==> src/design/mco_pkg.sv <==
// mco_pkg: shared types, sizes and the reset cursor shape for the cursor overlay
// no dependencies; imported by mouse_cursor_overlay
`timescale 1ns / 1ps

package mco_pkg;

   localparam int CURSOR_SIZE = 16;
   localparam int COORD_BITS  = 12;
   localparam int ROW_BITS    = $clog2(CURSOR_SIZE);
   // window offsets need two bits beyond a coordinate: difference plus hotspot
   localparam int WIN_BITS    = COORD_BITS + 2;
   localparam int HOT_BITS    = 4;
   localparam int COLOR_BITS  = 8;
   localparam int SLOT_BITS   = 5;

   localparam logic [COLOR_BITS-1:0] COLOR_WHITE = 8'd15;
   localparam logic [COLOR_BITS-1:0] COLOR_BLACK = 8'd0;

   localparam logic signed [7:0] LEVEL_SHOWN  = 8'sd0;
   localparam logic signed [7:0] LEVEL_HIDDEN = -8'sd1;
   localparam logic signed [7:0] LEVEL_MIN    = -8'sd128;

   typedef enum logic [2:0] {
      KIND_PIXEL = 3'd0,
      KIND_MOVE  = 3'd1,
      KIND_SHOW  = 3'd2,
      KIND_HIDE  = 3'd3,
      KIND_LOAD  = 3'd4,
      KIND_RECT  = 3'd5
   } kind_type;

   typedef enum logic {
      CSR_HOTSPOT_X = 1'b0,
      CSR_HOTSPOT_Y = 1'b1
   } csr_index_type;

   typedef logic signed [COORD_BITS-1:0] coord_type;
   typedef logic [CURSOR_SIZE-1:0]       mask_row_type;

   // arrow shape, screen (and) rows
   localparam mask_row_type SCREEN_ARROW [CURSOR_SIZE] = '{
      16'h9FFF, 16'h8FFF, 16'h87FF, 16'h83FF, 16'h81FF, 16'h80FF, 16'h807F, 16'h803F,
      16'h801F, 16'h800F, 16'h80FF, 16'h887F, 16'h987F, 16'hFC3F, 16'hFC3F, 16'hFE3F
   };

   // arrow shape, cursor (xor) rows
   localparam mask_row_type CURSOR_ARROW [CURSOR_SIZE] = '{
      16'h0000, 16'h2000, 16'h3000, 16'h3800, 16'h3C00, 16'h3E00, 16'h3F00, 16'h3F80,
      16'h3FC0, 16'h3E00, 16'h3600, 16'h2300, 16'h0300, 16'h0180, 16'h0180, 16'h0000
   };

endpackage

==> src/design/mouse_cursor_overlay.sv <==
// mouse_cursor_overlay: 16x16 and/xor mask pointer overlay on a pixel stream
// depends on mco_pkg
`timescale 1ns / 1ps

// One item is taken per clock and passes through an input register, one level
// of compositing logic and a result register, so pixels stream at one per cycle
// while rsp_tready does not hold back the result register; rsp valid rises
// as a pixel moves from the input register into the result register. Control
// items (move, show, hide, mask load, exclusion rectangle) update state as
// they leave the input register and give no rsp transfer; the next item
// already sees the new state. The cursor shape store starts as the arrow and
// is held in flops, so it is usable right after reset. The user must set the
// hotspot via the csr port only while the stream is idle; not enforced here.
module mouse_cursor_overlay (
   input  logic                   clock,
   input  logic                   reset,
   input  logic                   req_tvalid,
   output logic                   req_tready,
   // coord_x, coord_y, far_x, far_y, background, mask_slot, mask_bits, zero pad
   input  logic [79:0]            req_tdata,
   // kind
   input  mco_pkg::kind_type      req_tuser,
   output logic                   rsp_tvalid,
   input  logic                   rsp_tready,
   // pixel_out
   output logic [7:0]             rsp_tdata,
   // cursor_hit, cursor_shown
   output logic [1:0]             rsp_tuser,
   input  logic                   csr_we,
   input  mco_pkg::csr_index_type csr_index,
   input  logic [3:0]             csr_wdata
);
   import mco_pkg::*;

   // input register
   logic                  in_valid_ff;
   kind_type              kind_ff;
   coord_type             coord_x_ff, coord_y_ff, far_x_ff, far_y_ff;
   logic [COLOR_BITS-1:0] background_ff;
   logic [SLOT_BITS-1:0]  mask_slot_ff;
   mask_row_type          mask_bits_ff;

   // block state
   mask_row_type          screen_ff [CURSOR_SIZE];
   mask_row_type          cursor_ff [CURSOR_SIZE];
   logic signed [7:0]     level_ff, level_in;
   coord_type             pointer_x_ff, pointer_y_ff, pointer_x_in, pointer_y_in;
   coord_type             rect_left_ff, rect_top_ff, rect_right_ff, rect_bottom_ff;
   coord_type             rect_left_in, rect_top_in, rect_right_in, rect_bottom_in;
   logic [HOT_BITS-1:0]   hotspot_x_ff, hotspot_y_ff;

   // result register
   logic                  out_valid_ff;
   logic [COLOR_BITS-1:0] pixel_ff, pixel_in;
   logic                  hit_ff, hit_in;
   logic                  shown_ff;

   logic                  out_free, retire, is_pixel, shown;
   logic signed [WIN_BITS-1:0] col, row;
   logic [ROW_BITS-1:0]   row_idx, bit_idx;
   logic                  scr_bit, cur_bit, in_rect;

   assign is_pixel   = (kind_ff == KIND_PIXEL);
   assign out_free   = !out_valid_ff || rsp_tready;
   assign retire     = in_valid_ff && (!is_pixel || out_free);
   assign req_tready = !in_valid_ff || retire;
   assign shown      = (level_ff == LEVEL_SHOWN);

   // compositing
   always_comb begin
      col = WIN_BITS'(coord_x_ff) - WIN_BITS'(pointer_x_ff)
          + $signed(WIN_BITS'(hotspot_x_ff));
      row = WIN_BITS'(coord_y_ff) - WIN_BITS'(pointer_y_ff)
          + $signed(WIN_BITS'(hotspot_y_ff));
      row_idx = row[ROW_BITS-1:0];
      // msb of a row word is the leftmost column
      bit_idx = ROW_BITS'(CURSOR_SIZE - 1) - col[ROW_BITS-1:0];
      scr_bit = screen_ff[row_idx][bit_idx];
      cur_bit = cursor_ff[row_idx][bit_idx];
      hit_in  = shown && (col[WIN_BITS-1:ROW_BITS] == '0)
                      && (row[WIN_BITS-1:ROW_BITS] == '0);
      pixel_in = background_ff;
      if (hit_in) begin
         if (!scr_bit) begin
            pixel_in = cur_bit ? COLOR_WHITE : COLOR_BLACK;
         end else if (cur_bit) begin
            pixel_in = background_ff ^ COLOR_WHITE;
         end
      end
   end

   // control item state updates
   always_comb begin
      level_in       = level_ff;
      pointer_x_in   = pointer_x_ff;
      pointer_y_in   = pointer_y_ff;
      rect_left_in   = rect_left_ff;
      rect_top_in    = rect_top_ff;
      rect_right_in  = rect_right_ff;
      rect_bottom_in = rect_bottom_ff;
      in_rect = (coord_x_ff >= rect_left_ff) && (coord_x_ff <= rect_right_ff)
             && (coord_y_ff >= rect_top_ff)  && (coord_y_ff <= rect_bottom_ff);
      if (retire) begin
         unique case (kind_ff)
            KIND_MOVE: begin
               pointer_x_in = coord_x_ff;
               pointer_y_in = coord_y_ff;
               if (shown && in_rect) level_in = LEVEL_HIDDEN;
            end
            KIND_SHOW: begin
               if (level_ff != LEVEL_SHOWN) begin
                  if (level_ff == LEVEL_HIDDEN) begin
                     rect_left_in   = '1;
                     rect_top_in    = '1;
                     rect_right_in  = '1;
                     rect_bottom_in = '1;
                  end
                  level_in = level_ff + 8'sd1;
               end
            end
            KIND_HIDE: begin
               if (level_ff != LEVEL_MIN) level_in = level_ff - 8'sd1;
            end
            KIND_RECT: begin
               rect_left_in   = coord_x_ff;
               rect_top_in    = coord_y_ff;
               rect_right_in  = far_x_ff;
               rect_bottom_in = far_y_ff;
            end
            default: begin
               // pixels, mask loads and unused kinds leave these alone
            end
         endcase
      end
   end

   always_ff @(posedge clock) begin
      if (reset) begin
         in_valid_ff <= 1'b0;
      end else if (req_tready) begin
         in_valid_ff <= req_tvalid;
      end
   end

   always_ff @(posedge clock) begin
      if (req_tready && req_tvalid) begin
         kind_ff       <= req_tuser;
         coord_x_ff    <= req_tdata[11:0];
         coord_y_ff    <= req_tdata[23:12];
         far_x_ff      <= req_tdata[35:24];
         far_y_ff      <= req_tdata[47:36];
         background_ff <= req_tdata[55:48];
         mask_slot_ff  <= req_tdata[60:56];
         mask_bits_ff  <= req_tdata[76:61];
      end
   end

   always_ff @(posedge clock) begin
      if (reset) begin
         level_ff       <= LEVEL_HIDDEN;
         pointer_x_ff   <= '0;
         pointer_y_ff   <= '0;
         rect_left_ff   <= '1;
         rect_top_ff    <= '1;
         rect_right_ff  <= '1;
         rect_bottom_ff <= '1;
      end else begin
         level_ff       <= level_in;
         pointer_x_ff   <= pointer_x_in;
         pointer_y_ff   <= pointer_y_in;
         rect_left_ff   <= rect_left_in;
         rect_top_ff    <= rect_top_in;
         rect_right_ff  <= rect_right_in;
         rect_bottom_ff <= rect_bottom_in;
      end
   end

   // shape store, reset to the arrow
   always_ff @(posedge clock) begin
      if (reset) begin
         screen_ff <= SCREEN_ARROW;
         cursor_ff <= CURSOR_ARROW;
      end else if (retire && kind_ff == KIND_LOAD) begin
         if (mask_slot_ff[SLOT_BITS-1]) begin
            cursor_ff[mask_slot_ff[ROW_BITS-1:0]] <= mask_bits_ff;
         end else begin
            screen_ff[mask_slot_ff[ROW_BITS-1:0]] <= mask_bits_ff;
         end
      end
   end

   always_ff @(posedge clock) begin
      if (reset) begin
         hotspot_x_ff <= '0;
         hotspot_y_ff <= '0;
      end else if (csr_we) begin
         unique case (csr_index)
            CSR_HOTSPOT_X: hotspot_x_ff <= csr_wdata;
            CSR_HOTSPOT_Y: hotspot_y_ff <= csr_wdata;
            default: begin
            end
         endcase
      end
   end

   always_ff @(posedge clock) begin
      if (reset) begin
         out_valid_ff <= 1'b0;
      end else if (out_free) begin
         out_valid_ff <= retire && is_pixel;
      end
   end

   always_ff @(posedge clock) begin
      if (out_free && retire && is_pixel) begin
         pixel_ff <= pixel_in;
         hit_ff   <= hit_in;
         shown_ff <= shown;
      end
   end

   assign rsp_tvalid = out_valid_ff;
   assign rsp_tdata  = pixel_ff;
   assign rsp_tuser  = {shown_ff, hit_ff};

endmodule
==> config.mk <==
export PLATFORM = sky130hd
export DESIGN_NAME = mouse_cursor_overlay
export DESIGN_NICKNAME = d
export VERILOG_FILES = /design/src/design/mco_pkg.sv /design/src/design/mouse_cursor_overlay.sv
export SDC_FILE = /design/constraint.sdc
export NUM_CORES = 2
export LEC_CHECK = 0
export BUFFER_PORTS_ARGS = -buffer_cell sky130_fd_sc_hd__buf_2
export CAP_MARGIN = 20
export CORE_AREA = 10 10 207 287
export CTS_BUF_LIST = sky130_fd_sc_hd__clkbuf_4 sky130_fd_sc_hd__clkbuf_8
export DETAILED_ROUTE_END_ITERATION = 8
export DIE_AREA = 0 0 217 297
export PLACE_DENSITY = 0.8
export SYNTH_ARGS = -nofsm -noshare
export SYNTH_HDL_FRONTEND = slang
export SYNTH_SLANG_ARGS = --single-unit
==> constraint.sdc <==
create_clock -name clock -period 8.9 [get_ports clock]
set_clock_uncertainty 0.1 [all_clocks]
set_input_delay 1.78 -clock clock [delete_from_list [all_inputs] [get_ports clock]]
set_output_delay 1.78 -clock clock [all_outputs]
set_load 0.05 [all_outputs]
==> flow_metrics.env <==
export IMPL_status="finished clean"
export IMPL_final_period_utilization_pct=63.2
export IMPL_vias=25800
export IMPL_nets=3717
export IMPL_via_per_inst=5.97
export IMPL_syn_area_sq_mm=0.0322
export IMPL_path_buf_inv=2
export IMPL_drt_pass1_iter_count=6
export IMPL_die_y_microns=297
export IMPL_yosysMostFrequentCell="nand2_1"
export IMPL_leakage_nw=13.4
export IMPL_critical_path_class="flop to flop"
export IMPL_cts_tree="done"
export IMPL_cp_data_required_time_ns=9.27
export IMPL_finalHoldViolations=0
export IMPL_num_rows=101
export IMPL_wl_per_cell_microns=20.1
export IMPL_path_cells="inv_1, fa_1, inv_1, ha_1, a21oi_4, nand3b_1, nand2_4, mux2i_1, a221oi_1, a32o_1, o22ai_1, a221oi_1, nand2_1, xor2_1"
export IMPL_fillers=4342
export IMPL_total_power_w=0.00707
export IMPL_synthDistinctLibCells=82
export IMPL_met3_length_mm=5.89
export IMPL_cts_buffers=103
export IMPL_whs_ns=0.350
export IMPL_r2r_end="rsp_tdata[1]"
export IMPL_syn_num_nets=3704
export IMPL_crit_start="coord_y_ff[2]"
export IMPL_drt_initial_drc_count=2497
export IMPL_setup_tns_final_ns=0
export IMPL_crit_slowest_cell="nand2_4"
export IMPL_grt_max_degree=237
export IMPL_ctsHtreeMaxLevel=3
export IMPL_syn_to_final_growth_pct=9.57
export IMPL_arrival_ns=5.99
export IMPL_synth_common_cells="nand2_1, dfxtp_1, a21oi_1"
export IMPL_rsz0062_at_grt="no"
export IMPL_port_buffers=101
export IMPL_synth_edf_count=90
export IMPL_cts_hold_buf=0
export IMPL_yosys_area_top_type_share_pct=37.5
export IMPL_cp_endpoint="rsp_tdata[1]"
export IMPL_dominantRegCellSynth="dfxtp_1"
export IMPL_path_max_fanout=60
export IMPL_reg2regPathDepth=14
export IMPL_ys_seq_area_share_pct=45.9
export IMPL_cap_violations=0
export IMPL_dp_cells=4129
export IMPL_synth_simple_gate_area_share_pct=21.4
export IMPL_maxSlewHeadroom_pct=29.1
export IMPL_wl_met2_mm=43.2
export IMPL_setup_viol=0
export IMPL_min_period_ns=5.63
export IMPL_finalMaxSlewViolations=0
export IMPL_postCtsSetupBuffers=0
export IMPL_synthAdderAreaFrac_pct=4.37
export IMPL_grt_ovfl_total=0
export IMPL_r2r_start="coord_y_ff[2]"
export IMPL_place_area_sq_mm=0.0330
export IMPL_async_flop_share_pct=0
export IMPL_die_area_sq_mm=0.0644
export IMPL_hp_class="flop to flop"
export IMPL_synth_compound_area_share_pct=12.1
export IMPL_cp_top_family="simple AND/OR/NAND/NOR gates"
export IMPL_cts_resized=0
export IMPL_clkTransAtPathRegs_ns=0.06
export IMPL_io_pins=105
export IMPL_yosysTopAreaCell="dfxtp_1"
export IMPL_wl_mm=87.1
export IMPL_synth_area_leaders="dfxtp_1, nand2_1, mux4_2"
export IMPL_clk_insertion_delay_late_ns=0.74
export IMPL_fin_area_sq_mm=0.0352
export IMPL_die_w_microns=217
export IMPL_synth_xor_area_share_pct=0.572
export IMPL_power_density_mw_per_mm2=201
export IMPL_synth_top_family_by_area="simple AND/OR/NAND/NOR gates"
export IMPL_ys_ff_latch=692
export IMPL_ys_warnings_count=0
export IMPL_r2r_slack_ns=3.27
export IMPL_drive_above_1_share_pct=14.5
export IMPL_first_global_vias=25600
export IMPL_m1WireLength_mm=32.0
export IMPL_synthCells=3504
export IMPL_gp_congestion=0.948
export IMPL_critPathMaxStageDelay_ns=0.80
export IMPL_dr_max_layer_used="met5"
export IMPL_fin_cells=4324
export IMPL_clock_sinks=692
export IMPL_core_sq_mm=0.0541
export IMPL_worst_slew_pin_slew_ns=1.06
export IMPL_grt_pass1_wl_mm=136
export IMPL_start_util_pct=59.4
export IMPL_fmax_ghz=0.178
export IMPL_drtAntennaViolNets=0
export IMPL_cp_end_kind="flop"
export IMPL_track_usage_pct=26.4
export IMPL_clockRootBuffer="clkbuf_8"
export IMPL_antenna_found_initial=3
export IMPL_muxShareOfSynthArea_pct=10.7
export IMPL_dp_hpwl_mm=54.2
export IMPL_cp_depth=14
export IMPL_start_kind="flop"
export IMPL_vdd_drop_max_mv=0.133
export IMPL_cts_buffer_depth=3
export IMPL_syn_avg_cell_area_sq_um=9.18
export IMPL_drc=0
[placed cells by master, fill, tap and decap left out, drive strengths merged, types with 51 or more instances in the layout]
master    n
ha       98
nand2b   61
nand3b  133
clkbuf  156
nor2b   103
nor2     92
buf     165
a21oi   351
mux4    128
nand3    51
o22ai    57
a211o    89
inv     121
nand2   981
edfxtp   90
dfxtp   602
[how the worst min path moves through the flow]
stage / from / end / slack (ns) / cells past startpoint
3_5_place_dp: cursor_ff[149] / cursor_ff[149] / 0.34 / 2
5_1_grt: cursor_ff[76] / cursor_ff[76] / 0.37 / 2
6_report: cursor_ff[165] / cursor_ff[165] / 0.35 / 2
3_3_place_gp: screen_ff[137] / screen_ff[137] / 0.34 / 2
4_1_cts: cursor_ff[165] / cursor_ff[165] / 0.35 / 2
2_1_floorplan: cursor_ff[163] / cursor_ff[163] / 0.33 / 2
[worst reg2reg max path: stages, from the launching register on]
cell and delay [ns]:
edfxtp_1 0.45, inv_1 0.09, fa_1 0.55, inv_1 0.05, ha_1 0.41, a21oi_4 0.22
nand3b_1 0.41, nand2_4 0.81, mux2i_1 0.40, a221oi_1 0.39, a32o_1 0.18, o22ai_1 0.08
a221oi_1 0.61, nand2_1 0.39, xor2_1 0.25
[per-layer routing]
| layer | track usage, % | vias to the layer above |
|---|---|---|
| met1 | 29.2 | 12400 |
| met5 | 0 | - |
| met4 | 18.4 | 2 |
| li1 | - | 12100 |
| met2 | 44.9 | 1019 |
| met3 | 4.79 | 274 |
[cell type report]
class	count	area, sq um	area share [%]
Antenna cell	2	5.00	0.0142
Clock buffer	156	1960	5.56
Clock inverter	33	225	0.639
Inverter	118	443	1.26
Multi-Input combinational cell	2437	15900	45.1
Sequential cell	692	14800	41.9
Tap cell	721	902	2.56
Timing Repair Buffer	165	1070	3.03
[cell families after synthesis]
kind of cell             Yosys count
AO/OA/AOI/OAI                    627
flip-flops                       692
buffers and inverters            375
AND/OR/NAND/NOR                 1500
XOR/XNOR                          21
adder cells (fa/ha/maj)          107
multiplexers                     182
[stage by stage]
step	setup slack (ns)	util, %
global route	3.14	65.1
finish	3.27	65.1
detailed placement	3.53	61.0
floorplan	2.35	-
global placement	3.56	61.0
CTS	3.42	65.0
[where the power goes]
group          total [W]  internal, W  leakage [nW]  switching (W)
Clock            0.00273      0.00147          1.18        0.00126
Sequential       0.00325      0.00321          5.73      0.0000383
Combinational    0.00110     0.000387          6.50       0.000716
Total            0.00707      0.00506          13.4        0.00201
[registers in the layout, summed over array words and instances (netlist names), 12 cells and up]
signal	count
far_x_ff	12
rect_left_ff	12
rect_top_ff	12
coord_x_ff	12
screen_ff	256
far_y_ff	12
pointer_x_ff	12
rect_bottom_ff	12
pointer_y_ff	12
cursor_ff	256
coord_y_ff	12
rect_right_ff	12
mask_bits_ff	16
No activity file was read; power rests on OpenSTA's default activity.
